### src/gal_pkg.sv
`default_nettype none

package gal_pkg;

   // Operation codes of an input word
   localparam logic OP_LOAD = 1'b0;
   localparam logic OP_TEXT = 1'b1;

   // Configuration register indexes
   localparam int unsigned CSR_INDEX_BITS = 3;
   localparam logic [CSR_INDEX_BITS-1:0] CSR_SPACE_CHAR    = 3'd0;
   localparam logic [CSR_INDEX_BITS-1:0] CSR_SPACE_WIDTH   = 3'd1;
   localparam logic [CSR_INDEX_BITS-1:0] CSR_GLYPH_SPACING = 3'd2;
   localparam logic [CSR_INDEX_BITS-1:0] CSR_MONO_ADVANCE  = 3'd3;
   localparam logic [CSR_INDEX_BITS-1:0] CSR_MAX_WIDTH     = 3'd4;
   localparam logic [CSR_INDEX_BITS-1:0] CSR_GLYPH_COUNT   = 3'd5;
   localparam int unsigned CSR_DATA_BITS = 16;

   // Break causes
   localparam logic [1:0] CAUSE_END     = 2'd0;
   localparam logic [1:0] CAUSE_NEWLINE = 2'd1;
   localparam logic [1:0] CAUSE_SPACE   = 2'd2;
   localparam logic [1:0] CAUSE_MID     = 2'd3;

   // Character codes
   localparam logic [15:0] CHAR_NUL     = 16'd0;
   localparam logic [15:0] CHAR_NEWLINE = 16'd10;
   localparam logic [15:0] CHAR_UPPER_A = 16'd65;
   localparam logic [15:0] CHAR_LOWER_A = 16'd97;
   localparam logic [15:0] CHAR_LOWER_Z = 16'd122;

   // Saturation limit of the position
   localparam logic [15:0] POS_MAX = 16'hFFFF;

   typedef struct packed {
      logic        operation;
      logic [11:0] entry_index;
      logic [31:0] entry_code;
      logic [7:0]  entry_width;
      logic [15:0] text_char;
      logic        text_last;
   } req_word_type;

   typedef struct packed {
      logic [15:0] break_count;
      logic [1:0]  break_cause;
   } rsp_word_type;

   // One glyph table entry
   typedef struct packed {
      logic [31:0] code;
      logic [7:0]  width;
   } entry_type;

   // Search request from the line control
   typedef struct packed {
      logic        start;
      logic [31:0] code;
      logic [12:0] count;
   } search_cmd_type;

   // Search outcome, valid for one cycle with done
   typedef struct packed {
      logic       done;
      logic       found;
      logic [7:0] width;
   } search_res_type;

endpackage

`default_nettype wire

### src/gal_search.sv
`default_nettype none

module gal_search #(
   parameter int unsigned TABLE_ENTRIES = 4096
) (
   input  wire logic                               clock,
   input  wire logic                               reset,
   input  wire gal_pkg::search_cmd_type            cmd,
   input  wire gal_pkg::entry_type                 rd_data,
   output logic [$clog2(TABLE_ENTRIES)-1:0]        rd_addr,
   output gal_pkg::search_res_type                 res
);
   import gal_pkg::*;

   localparam int unsigned AW = $clog2(TABLE_ENTRIES);
   localparam int unsigned IW = AW + 2;

   typedef enum logic {
      S_IDLE,
      S_CMP
   } state_type;

   state_type           state_ff, state_in;
   logic signed [IW-1:0] lo_ff, lo_in, hi_ff, hi_in;
   logic signed [IW-1:0] hi_start, mid_start, mid_cmp, lo_nx, hi_nx, mid_nx;
   logic [31:0]         code_ff, code_in;
   search_res_type      res_ff, res_in;
   logic [16:0]         count_wide, n_entries;

   // Clamp the entry count to the table size
   always_comb begin
      count_wide = {4'b0, cmd.count};
      n_entries  = (count_wide > 17'(TABLE_ENTRIES)) ? 17'(TABLE_ENTRIES) : count_wide;
      hi_start   = IW'(n_entries) - IW'(1);
      mid_start  = hi_start >>> 1;
   end

   // Narrow the interval after each probe
   always_comb begin
      mid_cmp = (lo_ff + hi_ff) >>> 1;
      if (rd_data.code < code_ff) begin
         lo_nx = mid_cmp + IW'(1);
         hi_nx = hi_ff;
      end else begin
         lo_nx = lo_ff;
         hi_nx = mid_cmp - IW'(1);
      end
      mid_nx = (lo_nx + hi_nx) >>> 1;
   end

   always_comb begin
      state_in = state_ff;
      lo_in    = lo_ff;
      hi_in    = hi_ff;
      code_in  = code_ff;
      res_in   = '0;
      rd_addr  = mid_nx[AW-1:0];
      case (state_ff)
         S_IDLE: begin
            rd_addr = mid_start[AW-1:0];
            if (cmd.start) begin
               code_in = cmd.code;
               lo_in   = '0;
               hi_in   = hi_start;
               if (n_entries == 17'd0) begin
                  res_in.done = 1'b1;
               end else begin
                  state_in = S_CMP;
               end
            end
         end
         S_CMP: begin
            if (rd_data.code == code_ff) begin
               res_in.done  = 1'b1;
               res_in.found = 1'b1;
               res_in.width = rd_data.width;
               state_in     = S_IDLE;
            end else if (lo_nx > hi_nx) begin
               res_in.done = 1'b1;
               state_in    = S_IDLE;
            end else begin
               lo_in = lo_nx;
               hi_in = hi_nx;
            end
         end
         default: begin
            state_in = S_IDLE;
         end
      endcase
   end

   always_ff @(posedge clock) begin
      if (reset) begin
         state_ff <= S_IDLE;
         res_ff   <= '0;
      end else begin
         state_ff <= state_in;
         res_ff   <= res_in;
      end
      lo_ff   <= lo_in;
      hi_ff   <= hi_in;
      code_ff <= code_in;
   end

   assign res = res_ff;

   a_start_when_idle: assert property (@(posedge clock) disable iff (reset)
      cmd.start |-> state_ff == S_IDLE)
      else $error("search started while busy");

   a_interval_open: assert property (@(posedge clock) disable iff (reset)
      state_ff == S_CMP |-> lo_ff <= hi_ff)
      else $error("probe issued on an empty interval");

   a_cmp_after_start: assert property (@(posedge clock) disable iff (reset)
      $rose(state_ff == S_CMP) |-> $past(cmd.start))
      else $error("probing began without a start");

endmodule

`default_nettype wire

### config.mk
export PLATFORM = sky130hd
export DESIGN_NAME = gal_search
export DESIGN_NICKNAME = d
export VERILOG_FILES = /design/src/gal_pkg.sv /design/src/gal_search.sv
export SDC_FILE = /design/constraint.sdc
export NUM_CORES = 1
export LEC_CHECK = 0
export BUFFER_PORTS_ARGS = -buffer_cell sky130_fd_sc_hd__buf_2
export CORE_ASPECT_RATIO = 0.8
export CORE_UTILIZATION = 48
export DETAILED_ROUTE_END_ITERATION = 10
export GPL_TIMING_DRIVEN = 0
export PLACE_DENSITY_LB_ADDON = 0.3
export SYNTH_ARGS = -nofsm -noshare
export SYNTH_HDL_FRONTEND = slang
export SYNTH_SLANG_ARGS = --single-unit
### constraint.sdc
create_clock -name clock -period 5.3 [get_ports clock]
set_clock_uncertainty 0.2 [all_clocks]
set_input_delay 0.265 -clock clock [delete_from_list [all_inputs] [get_ports clock]]
set_output_delay 0.265 -clock clock [all_outputs]
set_load 0.1 [all_outputs]
==> results of run 1 <==
worst min path at each step:
stage / slack (ns) / start / to
3_3_place_gp: 0.24 / cmd[17] / code_ff[4]
5_1_grt: 0.23 / cmd[11] / hi_ff[11]
6_report: 0.22 / cmd[11] / hi_ff[11]
3_5_place_dp: 0.24 / cmd[14] / code_ff[1]
4_1_cts: 0.20 / cmd[11] / hi_ff[11]
2_1_floorplan: 0.16 / cmd[13] / code_ff[0]
area by class of cell:
class,instances,area share (%)
Buffer,14,1.40
Clock buffer,9,2.68
Clock inverter,7,0.996
Inverter,60,2.68
Multi-Input combinational cell,488,48.9
Sequential cell,71,24.0
Tap cell,148,2.20
Timing Repair Buffer,202,17.1
sequential cells by signal, summed over array words and instances, names as in the netlist:
signal    cells
lo_ff        14
hi_ff        14
res          10
code_ff      32
state_ff      1
per-layer routing:
metal | part of all wire [%] | track usage [%] | vias up
met2 | 47 | 45.1 | 333
met4 | 3.3 | 9.88 | 0
met5 | 0 | 0 | -
met1 | 41 | 34.7 | 2801
met3 | 7.9 | 5.01 | 61
li1 | - | - | 2721
cells by family (layout without fill, tap and decap cells):
family / count (synthesis) / in the layout / share of synthesized area (%)
fa+ha+maj: 73 / 73 / 16.0
buf+inv: 75 / 292 / 4.99
xor+xnor: 46 / 46 / 6.96
compound gates: 159 / 160 / 17.3
mux: 8 / 8 / 1.49
flops: 71 / 71 / 34.9
simple gates: 201 / 201 / 18.3
what timing repair did:
item,in CTS,in global routing
gates resized for setup,69,92
gates cloned,1,1
pin swaps,17,49
setup buffers,18,33
endpoints found under the setup margin,40,38
hold buffers,41,0
endpoints found under the hold margin,41,0
worst max-delay path: cells and delay by family (launching register included):
| family | cells | cell delay [ns] |
|---|---|---|
| AOI/OAI and AO/OA | 12 | 2.50 |
| adders and majority gates | 2 | 0.61 |
| buffers and inverters | 7 | 0.97 |
| DFF | 1 | 0.38 |
| and+or+nand+nor | 4 | 0.53 |
per-stage QoR:
| stage | instances | cell area (um^2) |
|---|---|---|
| 6_report | 999 | 8410 |
| 5_1_grt | 999 | 8410 |
| 4_1_cts | 965 | 7720 |
| 3_5_place_dp | 890 | 6570 |
| 3_3_place_gp | 890 | 6570 |
| 2_1_floorplan | 633 | 5840 |
Yosys cell counts, drive strengths merged, types with 5 or more instances:
library cell	count
ha	71
a21oi	66
nor2	62
edfxtp	60
inv	59
xnor2	34
nand2	31
o21ai	28
and2	22
nor3	14
nand3	13
a21o	12
xor2	12
clkbuf	11
dfxtp	11
nand4	10
nor4	10
o211ai	8
a211oi	6
and3	6
nand2b	6
nor2b	6
a31oi	5
mux2	5
==> results.md, run 1 <==
* Commonest non-fill, non-tap cell in the layout: buf_2
* Slew Limit Fails at 0
* N_diodes at 0
* Post-Route WL at 19.0 mm
* Crit-path slowest cell: ha_1
* Area taken by multi-input logic gates at just over 0.004 mm^2
* Global-route wire length before repair at roughly 26 mm
* Slowest stage delay, CP at 0.42 ns
* Die height at roughly 100 um
* Startpoint Class: flop
* Wire per inst at roughly 19 um
* Layout area overhead at 45.3%
* Crit path to: lo_ff[8]
* Fin crit share at 104%
* Setup WS post-layout at -0.211 ns
* CTS buffer count at 9
* RSZ-0062 raised after global routing: yes
* Core ar. at between 0.01 and 0.015 mm^2
* Crit path time final at roughly 5.5 ns
* Largest net degree at the start of global routing at 33
* GRT Total Usage at between 20 and 30%
* Clk slew on worst S/H paths at approximately 0.070 ns
* Warning count from the yosys run at 0
* Number of remaining DRC errors at 8
* Drt first-iter violations at 606
* Share of the synthesized area in the top cell type at a little under a third
* Placer congestion estimate at around 0.87
* Top cells by area, synth: edfxtp_1 (31%), ha_1 (15%), a21oi_1 (5.6%)
* CP arrival at about 5.4 ns
* Chip width at between 100 and 150 um
* Avg Cell Area, Syn at between 9 and 10 um^2
* Worst slack, placed at -1.02 ns
* I/O pins at 110
* Mapped cell area at slightly below 0.006 mm^2
* Nets@finish at a little over 1000
* Async SR Flop Fraction at 0%
* Fin. Hold Viols at 0
* Via/cell ratio at 5.92
* Detail Placement HPWL at between 10 and 15 mm
* Cell count after synthesis at ~630
* Critical Path Sink Type: flop
* Die footprint at ~0.013 mm^2
* H-tree levels at 3
* FF-to-FF End: lo_ff[8]
* Post-synthesis sequential area ratio at 34.9%
* Clock tree from TritonCTS: done
* FF-to-FF Start: code_ff[1]
* Initial core utilization at between 40 and 50%
* Longest Clk Path Bufs at 2
* IO Port Bufs at 109
* Fmax at 181 MHz
* Failing checks: DRC, setup timing
* Sink Count at slightly above 70
* Worst Setup SP: code_ff[1]
* Worst-skew pair later-pin latency at about 0.35 ns
* Cell Rows at 35
* DRT Pass-1 Iters at 8
* Gr ovfl total at 0
* Total negative slack at -4.69 ns
* Cell variety after synth at 64
* Post-route ant nets at 0
* Slew @ Worst Pin at ~1.3 ns
* Syn_nets at around 790
* WS Path Type: flop to flop
* Reg2reg setup slack at -0.21 ns
* Commonest cells after routing, fill and taps aside: buf_2 (104), ha_1 (62), edfxtp_1 (60)
* Synth Register Bits at 71
* Status: complete, but fails checks
* Cells on worst reg2reg path at 25
* Register Area at slightly above 0.002 mm^2
* Crit-path max FO at 8
* Clk Tree Root Cell: clkbuf_16
* Post-layout util at between 70% and 80%
* Hold WS at approximately 0.22 ns
* Ys flop type: edfxtp_1
* Yosys top cell by area: edfxtp_1
* Final setup viols at 32
* Min-Delay Path Depth at 3
* Vias in the first global route at about 5500
* Max-Cap Viols at 0
* Vias at between 5000 and 6000
* Relative slew slack at a little over an eighth
* Fillers at 771
* Share of cells above drive strength 1 at roughly a third
* Post-synth EDFFs at 60
* Antenna violations before repair at 0
* Hold Path Class: input port to flop
* Critical Path RT at 5.16 ns
Power of run 1 is left out: the tool's default activity adds up to more than one toggle a clock period on the data nets, which glitch-free logic cannot reach.
==> inputs of run 2 (changes only) <==
- BUFFER_PORTS_ARGS: -buffer_cell sky130_fd_sc_hd__buf_2 -> not set
- CORE_UTILIZATION: 48 -> 44
- DONT_BUFFER_PORTS: not set -> 1
==> run 2 against run 1 <==
The run ends with setup timing left. Sequential cell count stayed put. Critical path depth decreased by 8. Wire length fell by 16%. Worst setup slack worse by 0.043 ns.
==> results.md, run 2 (synthesized netlist as in run 1, its figures left out) <==
* Global-route wire length before repair at around 25 mm
* Die height at around 100 um
* Die footprint at around 0.014 mm^2
* Antenna violations before repair at 0
* Register Area at 0.00202 mm^2
* IO Port Bufs at 0
* WS Path Type: flop to output port
* Slew Limit Fails at 0
* Area taken by multi-input logic gates at just under 0.004 mm^2
* Via/cell ratio at between 5 and 6
* GRT Total Usage at about a quarter
* Post-Route WL at between 15 and 20 mm
* Crit path time final at approximately 5.6 ns
* Biggest regs: code_ff x32, hi_ff x14, lo_ff x14
* FF-to-FF Start: hi_ff[0]
* Relative slew slack at ~18%
* Critical Path Sink Type: output port
* CTS buffer count at 9
* Chip width at approximately 130 um
* Detail Placement HPWL at ~11 mm
* H-tree levels at 3
* Layout area overhead at 29.7%
* Critical Path RT at around 4.8 ns
* RSZ-0062 raised after global routing: yes
* FF-to-FF End: lo_ff[2]
* Clk slew on worst S/H paths at ~0.060 ns
* Placer congestion estimate at 0.946
* DRT Pass-1 Iters at 5
* Design area at between 0.007 and 0.008 mm^2
* Fillers at between 1000 and 1500
* Drt first-iter violations at slightly above 400
* Longest Clk Path Bufs at 2
* Gr ovfl total at 0
* I/O pins at 110
* Fin. Hold Viols at 0
* Reg2reg setup slack at -0.13 ns
* Core ar. at ~0.013 mm^2
* Number of remaining DRC errors at 0
* Largest register FFs at 32
* Clock tree from TritonCTS: done
* Max-Cap Viols at 0
* Commonest non-fill, non-tap cell in the layout: ha_1
* Fin crit share at 105%
* Wire per inst at approximately 18 um
* Hold path endpoint: hi_ff[13]
* Cells on worst reg2reg path at 18
* Clk Tree Root Cell: clkbuf_16
* Setup WS post-layout at -0.254 ns
* Vias at between 5000 and 6000
* Commonest cells after routing, fill and taps aside: ha_1 (65), edfxtp_1 (60), inv_1 (55), nor2_1 (55), a21oi_1 (45)
* Non-filler cells, final at between 900 and 1000
* Largest net degree at the start of global routing at 33
* Min-Delay Path Depth at 3
* CP arrival at ~5.1 ns
* Status: complete, but fails checks
* Sink Count at 71
* Startpoint Class: flop
* Initial core utilization at 45.0%
* Fmax at approximately 180 MHz
* Share of cells above drive strength 1 at between 20 and 25%
* Slew @ Worst Pin at approximately 1.2 ns
* Nets@finish at about 880
* Hold Path Class: input port to flop
* Final setup viols at 31
* Largest Register: code_ff
* N_diodes at 0
* Crit-path max FO at 6
* Failing checks: setup timing
* Worst-skew pair later-pin latency at around 0.35 ns
* Hold_sp: cmd[10]
* Post-route ant nets at 0
* Total negative slack at -3.69 ns
* Cell Rows at 37
* Vias in the first global route at 5059
* Post-placement cell area at between 0.006 and 0.007 mm^2
* Placed insts at ~810
[run 2: changes by cell type in the layout (fill, tap and decap cells not counted), moves of 4 or more]
cell / before / now
buf_12: 5 / 1
buf_2: 104 / 0
buf_4: 49 / 36
ha_4: 9 / 5
[run 2: layout make-up]
class	instances	share of cell area, %
inverters	60	3.00
plain buffers	14	1.52
clock buffers	10	3.33
flip-flops and latches	71	26.9
clock inverters	6	0.700
multi-input cells	488	52.1
well taps	175	2.91
repair buffers	79	9.48
[run 2: worst max-delay path by stage]
stage	end	cells past startpoint	slack, ns	startpoint
global route	rd_addr[10]	25	-0.44	code_ff[1]
global placement	rd_addr[10]	23	-1.21	code_ff[10]
detailed placement	rd_addr[10]	24	-1.30	code_ff[1]
floorplan	rd_addr[10]	24	-0.31	code_ff[1]
CTS	rd_addr[10]	23	-0.45	code_ff[1]
finish	rd_addr[10]	17	-0.25	hi_ff[0]
[run 2: worst max-delay path, cell delays in order, from the launching register on]
cell and delay, ns:
edfxtp_1 0.44, and2_1 0.20, fa_2 0.38, a21o_1 0.24, a221oi_4 0.37, mux2_4 0.37
nor2_4 0.16, nand4_1 0.18, o21ai_0 0.19, o21ai_0 0.12, mux2i_1 0.23, inv_1 0.08
ha_2 0.42, nor3_1 0.07, nor2_1 0.13, o41ai_2 0.10, xnor2_1 0.14, a22oi_2 0.91
[run 2: metrics by stage]
step | setup slack (ns) | hold slack, ns | util, %
after floorplan | -0.311 | 0.164 | -
after detailed placement | -1.30 | 0.164 | 47.1
after global placement | -1.21 | 0.164 | 47.1
final | -0.254 | 0.0755 | 58.4
after CTS | -0.450 | 0.0737 | 57.0
after global routing | -0.439 | 0.0840 | 58.4
[run 2: repair_timing]
action,4_1_cts,5_1_grt
gates resized for setup,87,21
hold endpoints to repair,43,0
buffers inserted,27,11
setup endpoints to repair,42,37
gates cloned,1,0
pin swaps,29,19
hold buffers,41,0
[run 2: per-layer routing]
layer  GRT usage [%]  wire, um
met2            38.1      7540
met1            31.0      6990
met3            6.71      1200
met4            7.31       293
met5               0         0
Power of run 2 is left out for the same reason.
==> inputs of run 3 (changes only) <==
--- a/config.mk
+++ b/config.mk
@@ -7,2 +7,3 @@
 export LEC_CHECK = 0
+export CAP_MARGIN = 10
 export CORE_ASPECT_RATIO = 0.8
==> constraint.sdc (replaced) <==
create_clock -name clock -period 5.3 [get_ports clock]
set_clock_uncertainty 0.2 [all_clocks]
set_input_delay 0.53 -clock clock [delete_from_list [all_inputs] [get_ports clock]]
set_output_delay 0.53 -clock clock [all_outputs]
set_load 0.1 [all_outputs]
==> run 3 against run 2 <==
The run still ends with setup timing left. Final area is 4.0% lower. Core utilization is 2.4 points lower. Sequential cell count stayed put. Die area stayed put. Wire length is 5.9% lower. Final cell count is 4.1% lower. Register-to-register slack worse by 0.17 ns. Critical path depth is 2 lower. Global-route usage is 1.8 points lower. Count of clock-buffer cells in the layout is 1 lower. Fmax is 7.6% lower. Worst setup slack worse by 0.46 ns. Largest cell class unchanged. Highest routed layer unchanged.
==> results.md, run 3 (synthesized netlist as in run 1, its figures left out) <==
* Via/cell ratio at between 5 and 6
* GRT Total Usage at 22.1%
* Wire per inst at approximately 17 um
* Layout area overhead at 24.5%
* CP arrival at approximately 5.3 ns
* Largest Register: code_ff
* Largest net degree at the start of global routing at 33
* Vias in the first global route at about 4800
* IO Port Bufs at 0
* Detail Placement HPWL at approximately 11 mm
* Fin crit share at 113%
* Fin. Hold Viols at 0
* CTS buffer count at 9
* Crit-path max FO at 4
* Worst-skew pair later-pin latency at around 0.34 ns
* I/O pins at between 100 and 150
* Commonest cells after routing, fill and taps aside: ha_1 (65), edfxtp_1 (60), nor2_1 (59)
* Die footprint at between 0.01 and 0.015 mm^2
* DRT Pass-1 Iters at 5
* Post-CTS Hold Buffers at 0
* Slew @ Worst Pin at 0.954 ns
* Hold Path Class: input port to flop
* Cell Rows at 37
* Initial core utilization at between 40% and 50%
* Core ar. at 0.0129 mm^2
* Nets@finish at about 850
* Biggest regs: code_ff x32, hi_ff x14, lo_ff x14
* Failing checks: setup timing
* Post-layout util at 56.0%
* Gr ovfl total at 0
* Post-Route WL at 15.1 mm
* Commonest non-fill, non-tap cell in the layout: ha_1
* Vias at between 4000 and 5000
* Critical Path Sink Type: output port
* Startpoint Class: flop
* Relative slew slack at a little over a third
* N_diodes at 0
* Post-placement cell area at 0.00616 mm^2
* Antenna violations before repair at 0
* Clk slew on worst S/H paths at roughly 0.070 ns
* Number of remaining DRC errors at 0
* Global-route wire length before repair at roughly 23 mm
* Placer congestion estimate at approximately 0.89
* H-tree levels at 3
* Largest register FFs at 32
* Die height at about 100 um
* Fmax at 166 MHz
* Placed insts at around 810
* Design area at between 0.007 and 0.008 mm^2
* Clk Tree Root Cell: clkbuf_16
* RSZ-0062 raised after global routing: yes
* Status: complete, but fails checks
* Drt first-iter violations at approximately 280
* Non-filler cells, final at approximately 870
* Slew Limit Fails at 0
* Post-route ant nets at 0
* Sink Count at between 70 and 80
* Max-Cap Viols at 0
* WS Path Type: flop to output port
* Longest Clk Path Bufs at 2
* Share of cells above drive strength 1 at about a fifth
* Worst slack, placed at -0.903 ns
* Critical Path RT at 4.57 ns
* Setup WS post-layout at -0.711 ns
* Chip width at about 130 um
* Final setup viols at 35
* Crit path time final at roughly 6 ns
* Clock tree from TritonCTS: done
run 3: cell types whose count changed in the layout (fill, tap and decap cells not counted), moves of 2 or more:
cell	delta
nor2b_2	-2
buf_4	-2
a21oi_4	+5
nor2_1	+4
buf_6	+2
dlygate4sd3_1	-41
xor2_2	-2
a21oi_2	-6
nor2_2	-5
inv_2	-2
buf_12	+2
a21o_2	-2
nor4_2	+2
run 3: through the flow:
step | TNS (ns) | hold slack (ns)
after floorplan | -0.283 | 0.288
after global placement | -22.63 | 0.304
after detailed placement | -23.92 | 0.342
after CTS | -3.54 | 0.0642
after global routing | -15.22 | 0.0612
final | -8.11 | 0.0794
run 3: path summary, 6_finish.rpt:
kind	startpoint	to	slack, ns	depth (start not counted)
worst max-delay path	hi_ff[0]	rd_addr[10]	-0.71	15
worst min-delay path	cmd[16]	code_ff[3]	0.08	0
worst max register to register	hi_ff[0]	hi_ff[3]	-0.30	18
worst min register to register	state_ff	state_ff	0.35	2
run 3: final cells by class:
cell class | count | area, um^2
Buffer | 15 | 121
Multi-Input combinational cell | 488 | 3930
Tap cell | 175 | 219
Timing Repair Buffer | 41 | 384
Fill cell | 1132 | 5660
Clock buffer | 9 | 225
Sequential cell | 71 | 2020
Clock inverter | 7 | 83.8
Inverter | 60 | 228
run 3: timing repair:
item,4_1_cts,5_1_grt
cloned,1,0
endpoints found under the setup margin,37,39
pin swaps,21,24
hold endpoints to repair,0,0
buffers inserted,24,16
gates resized for setup,31,54
run 3: critical path, cell delays in order (launching register included):
cell and delay (ns):
edfxtp_1 0.48, and2_1 0.22, fa_2 0.40, a21o_1 0.23, a221oi_4 0.34, xnor2_1 0.21
or4b_4 0.60, xnor2_1 0.23, o21ai_2 0.11, ha_1 0.37, o21a_1 0.16, o21ai_2 0.13
a21oi_2 0.08, o41ai_2 0.30, xnor2_1 0.13, a22oi_2 0.95
run 3: routing by layer:
layer	vias to the layer above	wire length, um	track usage [%]
met5	-	0	0
met4	0	223	5.40
met3	19	1010	5.27
met2	168	6910	34.8
met1	2275	6920	30.3
li1	2398	-	-
Power of run 3 is left out for the same reason.
